## config.mk

```make
export PLATFORM = sky130hd
export DESIGN_NAME = thermistor_adc_to_temperature
export DESIGN_NICKNAME = d
export VERILOG_FILES = /design/src/rtl/thadc_pkg.sv /design/src/rtl/thermistor_adc_to_temperature.sv /design/src/rtl/thadc_ctrl.sv /design/src/rtl/thadc_dp.sv
export SDC_FILE = /design/constraint.sdc
export NUM_CORES = 1
export LEC_CHECK = 0
export ABC_AREA = 1
export BUFFER_PORTS_ARGS = -buffer_cell sky130_fd_sc_hd__buf_2
export CAP_MARGIN = 20
export CELL_PAD_IN_SITES_DETAIL_PLACEMENT = 0
export CELL_PAD_IN_SITES_GLOBAL_PLACEMENT = 1
export CORE_AREA = 5 5 113 137
export DETAILED_ROUTE_END_ITERATION = 10
export DIE_AREA = 0 0 118 142
export MAX_ROUTING_LAYER = met4
export PLACE_DENSITY_LB_ADDON = 0.1
export SYNTH_ARGS = -nofsm -noshare
export SYNTH_HDL_FRONTEND = slang
export SYNTH_SLANG_ARGS = --single-unit
```

## constraint.sdc

```tcl
create_clock -name i_clk -period 15.8 [get_ports i_clk]
set_clock_uncertainty 0.05 [all_clocks]
set_input_delay 3.16 -clock i_clk [delete_from_list [all_inputs] [get_ports i_clk]]
set_output_delay 3.16 -clock i_clk [all_outputs]
set_load 0.02 [all_outputs]
```

## src/rtl/thadc_pkg.sv

```systemverilog
// ----------------------------------------------------------------------------
// thadc_pkg
// Shared types, curve tables and constants for the thermistor ADC to
// temperature converter.
// ----------------------------------------------------------------------------
package thadc_pkg;

    localparam int ADC_BITS    = 12;
    localparam int CURVE_POINTS = 19;
    localparam int SEG_COUNT   = CURVE_POINTS - 1;
    localparam int SEG_W       = $clog2(SEG_COUNT);
    localparam int A_W         = 6;
    localparam int TEMP_W      = 8;
    localparam int NUM_W       = ADC_BITS + 1;
    localparam int DIV_STEPS   = ADC_BITS;
    localparam int CNT_W       = $clog2(DIV_STEPS);

    localparam logic [ADC_BITS-1:0] MARGIN_RESET = ADC_BITS'(500);
    localparam logic [ADC_BITS-1:0] LAST_RESET   = ADC_BITS'(3645);

    localparam logic signed [TEMP_W-1:0] TEMP_MIN = -8'sd30;
    localparam logic signed [TEMP_W-1:0] TEMP_MAX = 8'sd80;

    // adc code at -20 C .. 70 C in 5 degree steps
    localparam logic [ADC_BITS-1:0] CURVE_ADC [CURVE_POINTS] = '{
        3795, 3691, 3561, 3405, 3222, 3014, 2787, 2544, 2296, 2048,
        1808, 1583, 1375, 1187, 1021, 875, 748, 640, 547
    };

    // slope magnitude per segment, slope itself is negative
    localparam logic [A_W-1:0] SLOPE_MAG [SEG_COUNT] = '{
        20, 26, 31, 36, 41, 45, 48, 49, 49, 48,
        45, 41, 37, 33, 29, 25, 21, 18
    };

    // intercept per segment
    localparam logic [ADC_BITS-1:0] INTERCEPT [SEG_COUNT] = '{
        3379, 3301, 3249, 3222, 3222, 3241, 3273, 3288, 3288, 3248,
        3158, 3039, 2879, 2681, 2481, 2272, 2044, 1849
    };

    typedef enum logic [1:0] {
        ST_IDLE,
        ST_SEG,
        ST_DIV,
        ST_FIN
    } t_state;

    typedef struct packed {
        logic load;
        logic seg;
        logic step;
        logic finish;
    } t_dp_cmd;

    typedef struct packed {
        logic out_busy;
    } t_dp_sts;

    // first (coldest) segment holding v
    function automatic logic [SEG_W-1:0] seg_find(input logic [ADC_BITS-1:0] v);
        logic [SEG_W-1:0] seg;
        seg = '0;
        for (int i = SEG_COUNT - 1; i >= 0; i--) begin
            if (v >= CURVE_ADC[i+1] && v <= CURVE_ADC[i]) begin
                seg = SEG_W'(i);
            end
        end
        return seg;
    endfunction

endpackage

```

## src/rtl/thermistor_adc_to_temperature.sv

```systemverilog
// ----------------------------------------------------------------------------
// thermistor_adc_to_temperature
// Battery thermistor sample to degrees Celsius: spike rejection against the
// last sample, then a 19-point piecewise linear curve with saturation.
//
//   channel  | direction | handshake           | payload
//   ---------+-----------+---------------------+----------------------------
//   in       | input     | i_in_valid/o_in_stall  | i_sample[11:0]
//   out      | output    | o_out_valid/i_out_stall| o_temperature, o_spike_replaced
//   cfg      | input     | i_cfg_valid/o_cfg_ready| i_cfg_data (spike margin)
//
// a beat passes through spike check, segment select, ADC_BITS restoring
// divide steps and output load.
// next beat is taken the cycle after the result enters the output register.
// a stalled result holds the block in its last step until taken.
// reset is synchronous: margin 500, last sample 3645, no result pending.
// ----------------------------------------------------------------------------
module thermistor_adc_to_temperature import thadc_pkg::*; (
    input  logic                     i_clk,
    input  logic                     i_rst_n,
    input  logic                     i_in_valid,
    output logic                     o_in_stall,
    input  logic [ADC_BITS-1:0]      i_sample,
    output logic                     o_out_valid,
    input  logic                     i_out_stall,
    output logic signed [TEMP_W-1:0] o_temperature,
    output logic                     o_spike_replaced,
    input  logic                     i_cfg_valid,
    output logic                     o_cfg_ready,
    input  logic [ADC_BITS-1:0]      i_cfg_data
);

    t_dp_cmd cmd;
    t_dp_sts sts;

    assign o_cfg_ready = 1'b1;

    thadc_ctrl u_ctrl (
        .i_clk      (i_clk),
        .i_rst_n    (i_rst_n),
        .i_in_valid (i_in_valid),
        .o_in_stall (o_in_stall),
        .o_cmd      (cmd),
        .i_sts      (sts)
    );

    thadc_dp u_dp (
        .i_clk            (i_clk),
        .i_rst_n          (i_rst_n),
        .i_cfg_valid      (i_cfg_valid),
        .i_cfg_data       (i_cfg_data),
        .i_sample         (i_sample),
        .i_cmd            (cmd),
        .o_sts            (sts),
        .i_out_stall      (i_out_stall),
        .o_out_valid      (o_out_valid),
        .o_temperature    (o_temperature),
        .o_spike_replaced (o_spike_replaced)
    );

    a_temp_range: assert property (@(posedge i_clk) disable iff (!i_rst_n)
        o_out_valid |-> (o_temperature >= TEMP_MIN && o_temperature <= TEMP_MAX))
        else $error("temperature out of saturation range");

    a_busy_after_accept: assert property (@(posedge i_clk) disable iff (!i_rst_n)
        (i_in_valid && !o_in_stall) |=> o_in_stall)
        else $error("beat accepted while previous one in flight");

    a_result_from_work: assert property (@(posedge i_clk) disable iff (!i_rst_n)
        $rose(o_out_valid) |-> $past(o_in_stall))
        else $error("result appeared without a beat in flight");

endmodule

```

## src/rtl/thadc_ctrl.sv

```systemverilog
// ----------------------------------------------------------------------------
// thadc_ctrl
// Sequencer: takes one beat, steps the datapath through segment select,
// the divide iterations and the output load.
// ----------------------------------------------------------------------------
module thadc_ctrl import thadc_pkg::*; (
    input  logic    i_clk,
    input  logic    i_rst_n,
    input  logic    i_in_valid,
    output logic    o_in_stall,
    output t_dp_cmd o_cmd,
    input  t_dp_sts i_sts
);

    t_state             r_state, n_state;
    logic [CNT_W-1:0]   r_cnt, n_cnt;

    always_ff @(posedge i_clk) begin
        if (!i_rst_n) begin
            r_state <= ST_IDLE;
            r_cnt   <= '0;
        end else begin
            r_state <= n_state;
            r_cnt   <= n_cnt;
        end
    end

    always_comb begin
        n_state    = r_state;
        n_cnt      = r_cnt;
        o_cmd      = '0;
        o_in_stall = 1'b1;
        case (r_state)
            ST_IDLE: begin
                o_in_stall = 1'b0;
                if (i_in_valid) begin
                    o_cmd.load = 1'b1;
                    n_state    = ST_SEG;
                end
            end
            ST_SEG: begin
                o_cmd.seg = 1'b1;
                n_cnt     = '0;
                n_state   = ST_DIV;
            end
            ST_DIV: begin
                o_cmd.step = 1'b1;
                n_cnt      = r_cnt + 1'b1;
                if (r_cnt == CNT_W'(DIV_STEPS - 1)) begin
                    n_state = ST_FIN;
                end
            end
            ST_FIN: begin
                if (!i_sts.out_busy) begin
                    o_cmd.finish = 1'b1;
                    n_state      = ST_IDLE;
                end
            end
            default: begin
                n_state = ST_IDLE;
            end
        endcase
    end

endmodule

```

## src/rtl/thadc_dp.sv

```systemverilog
// ----------------------------------------------------------------------------
// thadc_dp
// Datapath: spike check, last sample and margin registers, segment select,
// restoring divider and the saturating output register.
// ----------------------------------------------------------------------------
module thadc_dp import thadc_pkg::*; (
    input  logic                     i_clk,
    input  logic                     i_rst_n,
    input  logic                     i_cfg_valid,
    input  logic [ADC_BITS-1:0]      i_cfg_data,
    input  logic [ADC_BITS-1:0]      i_sample,
    input  t_dp_cmd                  i_cmd,
    output t_dp_sts                  o_sts,
    input  logic                     i_out_stall,
    output logic                     o_out_valid,
    output logic signed [TEMP_W-1:0] o_temperature,
    output logic                     o_spike_replaced
);

    logic [ADC_BITS-1:0]      r_margin;
    logic [ADC_BITS-1:0]      r_last;
    logic [ADC_BITS-1:0]      r_val;
    logic                     r_repl;
    logic                     r_neg;
    logic [ADC_BITS-1:0]      r_dvd;
    logic [A_W-1:0]           r_rem;
    logic [A_W-1:0]           r_dvsr;
    logic                     r_out_valid;
    logic signed [TEMP_W-1:0] r_temp;
    logic                     r_out_repl;

    logic [ADC_BITS:0]        lim;
    logic                     spike;
    logic [ADC_BITS-1:0]      v;
    logic [ADC_BITS-1:0]      v_clamp;
    logic [SEG_W-1:0]         seg;
    logic signed [NUM_W-1:0]  num;
    logic [ADC_BITS-1:0]      num_mag;
    logic [A_W:0]             rem_sh;
    logic [A_W:0]             trial;
    logic                     qbit;
    logic signed [NUM_W-1:0]  q_s;
    logic signed [TEMP_W-1:0] temp_sat;

    // spike check and clamp
    always_comb begin
        lim   = {1'b0, r_last} + {1'b0, r_margin};
        spike = {1'b0, i_sample} > lim;
        v     = spike ? r_last : i_sample;
        if (v > CURVE_ADC[0]) begin
            v_clamp = CURVE_ADC[0];
        end else if (v < CURVE_ADC[CURVE_POINTS-1]) begin
            v_clamp = CURVE_ADC[CURVE_POINTS-1];
        end else begin
            v_clamp = v;
        end
    end

    // numerator v - b
    always_comb begin
        seg     = seg_find(r_val);
        num     = $signed({1'b0, r_val}) - $signed({1'b0, INTERCEPT[seg]});
        num_mag = num[NUM_W-1] ? ADC_BITS'(-num) : num[ADC_BITS-1:0];
    end

    // one quotient bit per step
    always_comb begin
        rem_sh = {r_rem, r_dvd[ADC_BITS-1]};
        trial  = rem_sh - {1'b0, r_dvsr};
        qbit   = (rem_sh >= {1'b0, r_dvsr});
    end

    // sign and saturation, slope is negative
    always_comb begin
        q_s = r_neg ? -$signed({1'b0, r_dvd}) : $signed({1'b0, r_dvd});
        if (q_s < NUM_W'(TEMP_MIN)) begin
            temp_sat = TEMP_MIN;
        end else if (q_s > NUM_W'(TEMP_MAX)) begin
            temp_sat = TEMP_MAX;
        end else begin
            temp_sat = q_s[TEMP_W-1:0];
        end
    end

    always_ff @(posedge i_clk) begin
        if (!i_rst_n) begin
            r_margin <= MARGIN_RESET;
            r_last   <= LAST_RESET;
        end else begin
            if (i_cfg_valid) begin
                r_margin <= i_cfg_data;
            end
            if (i_cmd.load) begin
                r_last <= v;
            end
        end
    end

    always_ff @(posedge i_clk) begin
        if (i_cmd.load) begin
            r_val  <= v_clamp;
            r_repl <= spike;
        end
        if (i_cmd.seg) begin
            r_neg  <= ~num[NUM_W-1];
            r_dvd  <= num_mag;
            r_rem  <= '0;
            r_dvsr <= SLOPE_MAG[seg];
        end
        if (i_cmd.step) begin
            r_rem <= qbit ? trial[A_W-1:0] : rem_sh[A_W-1:0];
            r_dvd <= {r_dvd[ADC_BITS-2:0], qbit};
        end
        if (i_cmd.finish) begin
            r_temp     <= temp_sat;
            r_out_repl <= r_repl;
        end
    end

    always_ff @(posedge i_clk) begin
        if (!i_rst_n) begin
            r_out_valid <= 1'b0;
        end else if (i_cmd.finish) begin
            r_out_valid <= 1'b1;
        end else if (!i_out_stall) begin
            r_out_valid <= 1'b0;
        end
    end

    assign o_sts.out_busy   = r_out_valid && i_out_stall;
    assign o_out_valid      = r_out_valid;
    assign o_temperature    = r_temp;
    assign o_spike_replaced = r_out_repl;

endmodule

```

## After elaboration in Yosys (flattened, before gate mapping)

Memory sizes are Yosys's and may differ from the RTL's. A register that Yosys moved wholly into a read port is not among the register bits.
Index checks and enable logic that the tools add are counted.

| storage, ports and cells | value |
|---|---|
| memories kept | 2 |
| flip-flop bits (word level) | 72 |
| logic and storage cells | 144 |
| ROM bits | 576 |
| output and inout port bits | 12 |

| operators by class | value |
|---|---|
| order comparisons | 43 |
| $add $sub $neg | 6 |
| reduce and logical (&&, ||, !) cells | 25 |
| bitwise logic cells | 2 |
| equality and inequality tests | 8 |
| mux-type cells | 44 |

Memory list:

| memory | words | bits a word | rd ports | clocked after Yosys merged registers in | wr ports | line | source |
|---|---|---|---|---|---|---|---|
| (no name shown) | 32 | 12 | 1 | 0 | 0 | thadc_dp.sv:62 | `num = $signed({1'b0, r_val}) - $signed({1'b0, INTERCEPT[seg]});` |
| (no name shown) | 32 | 6 | 1 | 1 | 0 | thadc_dp.sv:108 | `r_dvsr <= SLOPE_MAG[seg];` |

Operators with widths:

| cell | number |
|---|---|
| 12-bit less-or-equal comparator, second input constant | 10 |
| 12-bit greater-or-equal comparator, second input constant | 9 |
| 5-bit 2-to-1 mux | 18 |
| 12-bit 2-to-1 mux | 7 |
| 12-bit by 10-bit greater-or-equal comparator with 1-bit output, second input constant | 5 |
| 12-bit by 11-bit greater-or-equal comparator with 1-bit output, second input constant | 4 |
| 12-bit by 10-bit less-or-equal comparator with 1-bit output, second input constant | 4 |
| 12-bit by 11-bit less-or-equal comparator with 1-bit output, second input constant | 4 |
| 1-bit logical AND | 19 |
| 6-bit 2-to-1 mux | 3 |
| 12-bit by 12-bit adder with 13-bit output | 1 |
| 12-bit by 13-bit greater-than comparator with 1-bit output | 1 |
| 13-bit by 8-bit greater-than comparator with 1-bit output, second input constant | 1 |
| 13-bit by 6-bit less-than comparator with 1-bit output, second input constant | 1 |
| 13-bit 2-to-1 mux | 1 |
| 12-bit negation with 13-bit output | 1 |
| 12-bit by 12-bit subtractor with 13-bit output | 1 |
| 12-bit greater-than comparator, second input constant | 1 |
| 12-bit by 10-bit less-than comparator with 1-bit output, second input constant | 1 |
| 12-bit negation | 1 |
| 1-bit 2-to-1 mux | 9 |
| 8-bit 2-to-1 mux | 1 |
| 2-bit one-hot mux with 4 select lines | 1 |
| 4-bit one-hot mux with 2 select lines | 1 |
| other kinds (16) | 23 |

## Longest topological paths before layout

Gate-level depths: netlist of run 1.

| logic depth | value |
|---|---|
| word-level depth | 29 |
| mapped depth | 46 |
| gate-level depth less buffers | 45 |

## Hierarchy

A second synthesis of run 1 with hierarchy kept.

| second synthesis, totals | value |
|---|---|
| cell total of the unflattened synthesis | 954 |
| area total of the unflattened synthesis | 6755.2 µm² |

By module, submodules not included:

| module | times used | sequential area each (µm²) | cells each | area an instance (µm²) |
|---|---|---|---|---|
| thadc_dp | 1 | 1911.8 | 900 | 6364.9 |
| thadc_ctrl | 1 | 120.1 | 52 | 379.1 |
| thermistor_adc_to_temperature | 1 | 0.0 | 2 | 11.3 |

## Worst setup path before layout of run 1

Ideal clock, no wire load.

| path | value |
|---|---|
| path kind | input-to-reg |
| from | input port i_sample[0] |
| to | register u_dp.r_val[8] (data pin) |
| setup time | 0.262 ns |
| data arrival time | 5.107 ns |
| stages on the path | 16 |
| path slack | 10.381 ns |
| cells stage by stage | inv_1 -> ha_1 -> nand2_1 -> nor4_1 -> or3b_4 -> nand2_4 -> buf_8 -> nand2_1 -> nand2_1 -> nand2_1 -> nor2_2 -> nand3_1 -> nand3_2 -> nand2_4 -> nand2_4 -> nor2_1 |

| on the way | value |
|---|---|
| longest elaborated chain between the ends | 4 |
| elaborated cells on any way between the ends | 5 |
| classes of those cells | 3 x order compare; 1 x mux; 1 x reduce/logical |

RTL lines:

| element | line | source |
|---|---|---|
| from (decl) | thermistor_adc_to_temperature.sv:23 | `input logic [ADC_BITS-1:0] i_sample,` |
| 12-bit by 13-bit greater-than comparator with 1-bit output | thadc_dp.sv:48 | `spike = {1'b0, i_sample} > lim;` |
| 12-bit 2-to-1 mux (*) | thadc_dp.sv:49 | `v = spike ? r_last : i_sample;` |
| 12-bit by 10-bit less-than comparator with 1-bit output or 12-bit greater-than comparator (tied branches) | thadc_dp.sv:52, thadc_dp.sv:50 |  |
| 2-bit OR reduction (no source line) | n/a |  |
| to (signal assigned) | thadc_dp.sv:101 | `r_val <= v_clamp;` |
| to (decl) | thadc_dp.sv:22 | `logic [ADC_BITS-1:0] r_val;` |

Mark *: on every way between the ends. The rest lies on a longest branch, timed or not.
A chain may end at the register's enable or synchronous reset.

## Final worst setup path of run 1

| path | value |
|---|---|
| from | register u_dp.r_val[9] |
| to | register u_dp.r_dvd[7] (data pin) |

| on the way | value |
|---|---|
| longest elaborated chain between the ends | 29 |
| elaborated cells on any way between the ends | 81 |
| classes of those cells | 2 x add/sub; 36 x order compare; 23 x mux; 1 x bitwise; 18 x reduce/logical; 1 x memory |

RTL lines:

| element | line | source |
|---|---|---|
| 12-bit by 10-bit greater-or-equal comparator with 1-bit output or 12-bit by 10-bit less-or-equal comparator with 1-bit output (tied branches) | thadc_pkg.sv:65 | `if (v >= CURVE_ADC[i+1] && v <= CURVE_ADC[i]) begin` |
| 1-bit logical AND | thadc_pkg.sv:65 |  |
| 5-bit 2-to-1 mux (18 in a row) | thadc_pkg.sv:65 |  |
| 5-bit inverter with 6-bit output (not written as such) | thadc_dp.sv:62 |  |
| memory read 32 x 12 bit | n/a |  |
| 12-bit 2-to-1 mux (not written as such) (2 in a row) | thadc_dp.sv:62 |  |
| 12-bit by 12-bit subtractor with 13-bit output (*) | thadc_dp.sv:62 |  |
| 12-bit negation | thadc_dp.sv:63 | `num_mag = num[NUM_W-1] ? ADC_BITS'(-num) : num[ADC_BITS-1:0];` |
| 12-bit 2-to-1 mux (*) | thadc_dp.sv:63 |  |
| 12-bit 2-to-1 mux (*) | thadc_dp.sv:104 | `if (i_cmd.seg) begin` |
| 12-bit 2-to-1 mux (*) | thadc_dp.sv:110 | `if (i_cmd.step) begin` |
| to (signal assigned) | thadc_dp.sv:106 | `r_dvd <= num_mag;` |
| to (signal assigned) | thadc_dp.sv:112 | `r_dvd <= {r_dvd[ADC_BITS-2:0], qbit};` |
| to (decl) | thadc_dp.sv:25 | `logic [ADC_BITS-1:0] r_dvd;` |

Mark *: on every way between the ends. The rest lies on a longest branch, timed or not. The select of a mux whose other input is x is not followed.

==> results of run 1 <==
through the flow:
step | hold WS, ns | std cells | utilization, % | instance area [sq um]
finish | 0.380 | 1159 | 52.4 | 7360
floorplan | 0.350 | 944 | - | 6730
detailed placement | 0.366 | 1143 | 50.3 | 7070
global placement | 0.372 | 1143 | 50.3 | 7070
CTS | 0.382 | 1159 | 52.4 | 7360
global route | 0.392 | 1159 | 52.4 | 7360
worst max-delay path: cells and delay by family (launching register included):
family,cells,cell delay (ns)
and+or+nand+nor,13,1.31
adders and majority gates,3,0.82
AOI/OAI and AO/OA,14,2.41
buffers and inverters,6,0.70
DFF,1,0.56
registers in the layout, summed over array words and instances, names as in the netlist:
| signal | cells |
|---|---|
| u_ctrl.r_cnt | 4 |
| u_ctrl.r_state | 2 |
| u_dp.o_out_valid | 1 |
| u_dp.o_spike_replaced | 1 |
| u_dp.o_temperature | 8 |
| u_dp.r_dvd | 12 |
| u_dp.r_dvsr | 6 |
| u_dp.r_last | 12 |
| u_dp.r_margin | 12 |
| u_dp.r_neg | 1 |
| u_dp.r_rem | 6 |
| u_dp.r_repl | 1 |
| u_dp.r_val | 12 |
layer usage:
metal	up-vias	part of all wire, %
li1	3242	-
met1	2850	45
met2	135	49
met3	36	3.2
met4	0	2.7
met5	-	0
cells in the mapped netlist, drive strengths merged (3+ instances only):
cell type / n
ha: 59
or2: 5
a211oi: 4
o21bai: 5
dfxtp: 31
nand4: 13
xor2: 26
nand3: 45
o31ai: 5
a21oi: 70
a31oi: 6
a21o: 3
nor4: 5
nand2: 244
buf: 5
clkbuf: 11
o211ai: 9
inv: 119
fa: 3
nor3: 17
xnor2: 11
o22ai: 5
o21ai: 76
nor2: 102
edfxtp: 47
layout make-up:
cell class                      count  area, sq um
Multi-Input combinational cell    730         4170
Fill cell                        1452         6690
Tap cell                          175          219
Sequential cell                    78         2030
Timing Repair Buffer               40          203
Clock buffer                        9          225
Inverter                          120          450
Clock inverter                      7         63.8
kinds of logic (layout without fill, tap and decap cells):
group                      count (synthesis)  after routing
buffers and inverters                    136            176
and+or+nand+nor                          435            435
xor gates and xnor gates                  37             37
other                                      1              1
DFF                                       78             78
adders and majority gates                 62             62
AOI/OAI and AO/OA                        195            195
path summary, 6_finish.rpt:
| path | endpoint | slack, ns | start |
|---|---|---|---|
| max reg2reg | u_dp.r_dvd[7]$_DFFE_PP_ | 9.77 | u_dp.r_val[9]$_SDFFCE_PP1P_ |
| min | u_dp.o_spike_replaced$_DFFE_PP_ | 0.38 | u_dp.r_repl$_DFFE_PP_ |
| max | u_dp.r_dvd[7]$_DFFE_PP_ | 9.77 | u_dp.r_val[9]$_SDFFCE_PP1P_ |
| min reg2reg | u_dp.o_spike_replaced$_DFFE_PP_ | 0.38 | u_dp.r_repl$_DFFE_PP_ |
==> impl_metrics.toml, run 1 <==
[synth]
synth_top_area_share_pct = 21.0
synth_edf_count = 47
ys_seq_elements = 78
yosys.area_share.xor_xnor_pct = 4.81
synthMuxAreaShare_pct = 0
synth_area_per_cell_sq_um = 7.13
yosysUniqueCellTypes = 54
synth_compound_area_share_pct = 17.0
synthSimpleGateAreaFrac_pct = 28.2
synth_nets = 1035
synth_area_leaders = "edfxtp_1 (21%), nand2_1 (13%), ha_1 (11%)"
yosys.area.top_type = "edfxtp_1"
synthCells = 944
synth-async-reset-ratio_pct = 0
yosysWarnings = 0
syn-cell-area_sq_mm = 0.00673
synth_fa_ha_area_share_pct = 11.9
synth-seq-area-share_pct = 30.2
synth_flop_cell = "edfxtp_1"
synth_top_family_by_area = "simple AND/OR/NAND/NOR gates"

[routing]
wl_per_cell_um = 14.8
firstDrtPassIters = 4
via_per_inst = 5.40
antenna_left = 0
drt-total-wl_um = 17100
remaining_drc_errors = 0
drt-initial-drc-count = 391
vias = 6263

[global_routing]
grt_util_met2_pct = 34.9
track_usage_pct = 20.9
grt_pass1_wl_um = 28100
grt_most_used_layer = "met2"
grtUsageMet1_pct = 25.6
grt_util_met3_pct = 3.10
grt_pass1_vias = 5877
grt_max_degree = 26
grt.overflow.total = 0
antenna_found_initial = 0

[cells_and_area]
drive_gt1_share_pct = 11.0
final_nets = 1070
syn2layout_area_growth_pct = 9.39
layout_commonest_cell = "nand2_1"
final_cell_mix = "nand2_1 (231), inv_1 (113), nor2_1 (94), a21oi_1 (67), o21ai_0 (66)"
diodes = 0

[placement]
gp_congestion = 0.986
dpl.hpwl_um = 13800
io_buffers = 39
dp_slack_ns = 9.86

[setup_path]
worstPathMaxFanout = 9
crit_path_max_incr_delay_ns = 0.56
worst_ep_arrival_time_ns = 6.18
crit_path_frequent_cell = "nand2_1"
r2r_cells = 36
endpoint_kind = "flop"
cp-start-kind = "flop"
required_ns = 15.95
cp_slowest_cell = "edfxtp_1"
worstSetupPathType = "flop to flop"

[sta]
hold_violations = 0
setup_ws_ns = 9.77
fin_crit_ns = 6.03
min_period_over_period_pct = 38.2
max-slew-margin-rel_pct = 33.7
fmax_mhz = 166
slew_viol_final = 0
rsz0062_at_grt = "no"
tightest_slew_ns = 0.985
finalSetupViolCount = 0
tns_ns = 0

[clock_tree]
cts.sinks = 78
root_buffer = "clkbuf_16"
cts_buffers = 9
hold_buffers = 0
ctsLongestPathBuffers = 2
cts_tree = "built"
post_cts_resized = 0
h-tree-depth = 3
cts.clk_slew.worst_paths_ns = 0.07
cts_setup_buffers = 0
clk_latency_ns = 0.35

[floorplan]
die_area_sq_mm = 0.0168
ioPinCount = 41
row_count = 48
die_w_um = 118
core_sq_mm = 0.0141
die_h_um = 142
initial_utilization_pct = 47.9

[outcome]
run_status = "complete, no violations"

[worst_hold_path]
hold_depth = 0
hold_path.class = "flop to flop"

[flow_run]
maxCapViolCount = 0
Power of run 1 is left out: the tool's default activity adds up to more than one toggle a clock period on the data nets, which glitch-free logic cannot reach.
==> run 2, diff against run 1 <==
--- a/config.mk
+++ b/config.mk
@@ -5,14 +5,14 @@
 export SDC_FILE = /design/constraint.sdc
 export NUM_CORES = 1
 export LEC_CHECK = 0
-export ABC_AREA = 1
+export ABC_AREA = 0
 export BUFFER_PORTS_ARGS = -buffer_cell sky130_fd_sc_hd__buf_2
 export CAP_MARGIN = 20
 export CELL_PAD_IN_SITES_DETAIL_PLACEMENT = 0
 export CELL_PAD_IN_SITES_GLOBAL_PLACEMENT = 1
-export CORE_AREA = 5 5 113 137
+export CORE_AREA = 5 5 124 150
 export DETAILED_ROUTE_END_ITERATION = 10
-export DIE_AREA = 0 0 118 142
+export DIE_AREA = 0 0 129 155
 export MAX_ROUTING_LAYER = met4
 export PLACE_DENSITY_LB_ADDON = 0.1
 export SYNTH_ARGS = -nofsm -noshare
==> constraint.sdc (replaced) <==
create_clock -name i_clk -period 5.3 [get_ports i_clk]
set_clock_uncertainty 0.05 [all_clocks]
set_input_delay 1.06 -clock i_clk [delete_from_list [all_inputs] [get_ports i_clk]]
set_output_delay 1.06 -clock i_clk [all_outputs]
set_load 0.02 [all_outputs]
==> run 2 against run 1 <==
Net effect:
- final cell count grew 10%
- highest routed layer unchanged
- the flow now finishes with violations (negative setup slack)
- sequential cell count is the same
- design area grew 34%
- utilization grew 5.3 points
- global-route usage grew 2.9 points
- critical path depth shrank 13
- largest cell class unchanged
- worst hold slack gained 0.058 ns
- synthesized cell count shrank 11%
- setup slack lost 10 ns
==> impl_metrics.toml, run 2 <==
[routing]
via_per_inst = 5.78
drt-total-wl_um = 23400
remaining_drc_errors = 0
firstDrtPassIters = 7
wl_per_cell_um = 18.3
antenna_left = 0
drt-initial-drc-count = 458
vias = 7392

[global_routing]
track_usage_pct = 23.7
grt_util_met3_pct = 3.06
grt_pass1_vias = 7417
grt.overflow.total = 0
antenna_found_initial = 0
grtUsageMet1_pct = 28.5
grt_pass1_wl_um = 37500
grt_util_met2_pct = 41.7
grt_most_used_layer = "met2"
grt_max_degree = 28

[setup_path]
crit_path_max_incr_delay_ns = 0.49
endpoint_kind = "flop"
crit_path_frequent_cell = "a2111oi_4"
rrSetupSlack_ns = -0.47
rr_endpoint = "u_dp.r_dvd[10]$_DFFE_PP_"
worst_ep_arrival_time_ns = 5.86
critPathTopFamily = "compound AO/OA/AOI/OAI gates"
startpoint = "u_dp.r_val[10]$_SDFFCE_PP1P_"
worstSetupPathType = "flop to flop"
cp_cell_sequence = "buf_4 > or2_1 > a311oi_1 > a32oi_2 > o311ai_4 > a22o_1 > nor2_2 > nor2_4 > inv_2 > ha_2 > or3_4 > a21oi_2 > mux2_4 > ha_4 > a21o_1 > a211o_1 > a2111oi_4 > o31ai_4 > a2111oi_4 > or2_4 > inv_4 > or4_1 > o311ai_1"
worstPathMaxFanout = 7
timing.critical_path.buf_inv = 3
cp_slowest_cell = "or4_1"
r2r_cells = 23
crit_cells = 23
cp-start-kind = "flop"
critPathCapture = "u_dp.r_dvd[10]$_DFFE_PP_"
required_ns = 5.39
rr_startpoint = "u_dp.r_val[10]$_SDFFCE_PP1P_"

[sta]
tns_ns = -3.03
slew_viol_final = 0
fmax_mhz = 173
tightest_slew_ns = 1.01
rsz0062_at_grt = "yes"
fin_crit_ns = 5.77
min_period_over_period_pct = 109
setup_ws_ns = -0.469
hold_violations = 0
finalSetupViolCount = 12
max-slew-margin-rel_pct = 32.4

[clock_tree]
ctsLongestPathBuffers = 2
cts_buffers = 9
cts_tree = "built"
hold_buffers = 0
cts.clk_slew.worst_paths_ns = 0.07
root_buffer = "clkbuf_16"
cts.sinks = 78
h-tree-depth = 3
clk_latency_ns = 0.35

[synth]
yosys.area_share.xor_xnor_pct = 3.78
synthCells = 837
synth_edf_count = 47
syn-cell-area_sq_mm = 0.00717
yosysMostFrequentCell = "nor2_1"
synth_area_leaders = "edfxtp_1 (20%), ha_1 (10%), dfxtp_1 (8.7%)"
synth_nets = 928
yosysUniqueCellTypes = 88
synth_flop_cell = "edfxtp_1"
synth-seq-area-share_pct = 28.3
synth_top_family_by_area = "compound AO/OA/AOI/OAI gates"
synth_top_area_share_pct = 19.7
synth_fa_ha_area_share_pct = 11.1
synth_compound_area_share_pct = 26.8
ys_top_cells_by_count = "nor2_1 (64), nand2_1 (62), ha_1 (59)"
synthMuxAreaShare_pct = 4.80
synth_area_per_cell_sq_um = 8.57
synthSimpleGateAreaFrac_pct = 20.5
ys_seq_elements = 78
yosysWarnings = 0
synth-async-reset-ratio_pct = 0
yosys.area.top_type = "edfxtp_1"

[cells_and_area]
final_cell_mix = "buf_4 (191), nand2_1 (62), nor2_1 (59), ha_1 (53), edfxtp_1 (47)"
drive_gt1_share_pct = 32.6
layout_commonest_cell = "buf_4"
final_nets = 1145
fill_cells = 1572
syn2layout_area_growth_pct = 37.7
diodes = 0

[outcome]
violations = "negative setup slack"
run_status = "complete, but fails checks"

[floorplan]
ioPinCount = 41
row_count = 53
die_area_sq_mm = 0.0200
die_h_um = 155
die_w_um = 129
core_sq_mm = 0.0171
initial_utilization_pct = 41.9

[placement]
dpl.hpwl_um = 18100
dp_slack_ns = -0.483
gp_congestion = 0.918
io_buffers = 39

[flow_run]
maxCapViolCount = 0

[worst_hold_path]
hold_path.class = "flop to flop"
run 2: cell types whose count changed after synthesis, sizes merged, moves of 13 or more:
cell,before,now
nand2,244,62
inv,119,44
nor2,102,64
a21oi,70,37
mux2i,0,31
nand3,45,18
a211oi,4,21
nor2b,0,17
nand2b,0,15
o21a,0,13
run 2: final cells by class:
cell class / count / area [sq um] / share of cell area, %
timing repair buffer: 243 / 1820 / 18.4
multi-input combinational: 676 / 5270 / 53.4
clock inverter: 7 / 78.8 / 0.798
inverter: 46 / 175 / 1.77
clock buffer: 9 / 225 / 2.28
tap: 220 / 275 / 2.79
sequential: 78 / 2030 / 20.6
run 2: how the worst min path moves through the flow:
stage | start | end | slack, ns | cells after the start
after floorplan | u_dp.r_repl$_DFFE_PP_ | u_dp.o_spike_replaced$_DFFE_PP_ | 0.35 | 0
after global placement | u_dp.r_margin[8]$_SDFFE_PN1P_ | u_dp.r_margin[8]$_SDFFE_PN1P_ | 0.41 | 2
after detailed placement | u_dp.r_margin[5]$_SDFFE_PN1P_ | u_dp.r_margin[5]$_SDFFE_PN1P_ | 0.42 | 2
after CTS | u_dp.r_margin[5]$_SDFFE_PN1P_ | u_dp.r_margin[5]$_SDFFE_PN1P_ | 0.44 | 2
after global routing | u_dp.r_repl$_DFFE_PP_ | u_dp.o_spike_replaced$_DFFE_PP_ | 0.44 | 0
final | u_dp.r_repl$_DFFE_PP_ | u_dp.o_spike_replaced$_DFFE_PP_ | 0.44 | 0
run 2: metal layers:
layer | wire, um | vias to the layer above
li1 | - | 3644
met1 | 9870 | 3565
met2 | 12500 | 145
met3 | 628 | 38
met4 | 415 | 0
met5 | 0 | -
run 2: cells by family after synthesis:
group | count (synthesis)
AO/OA/AOI/OAI | 268
XOR/XNOR | 31
adder cells (fa/ha/maj) | 62
other | 1
AND/OR/NAND/NOR | 280
multiplexers | 34
flip-flops | 78
buffers and inverters | 83
run 2: stage by stage:
| stage | area (sq um) | hold WS (ns) | util [%] | cells |
|---|---|---|---|---|
| floorplan | 7390 | 0.350 | - | 837 |
| finish | 9880 | 0.438 | 57.7 | 1279 |
| global placement | 9000 | 0.412 | 52.6 | 1232 |
| global route | 9880 | 0.440 | 57.7 | 1279 |
| detailed placement | 9000 | 0.422 | 52.6 | 1232 |
| CTS | 9580 | 0.440 | 56.0 | 1266 |
run 2: timing repair:
action,4_1_cts,5_1_grt
gates resized for setup,27,39
buffers inserted,18,13
pin swaps,22,18
endpoints found under the setup margin,12,12
Power of run 2 is left out for the same reason.
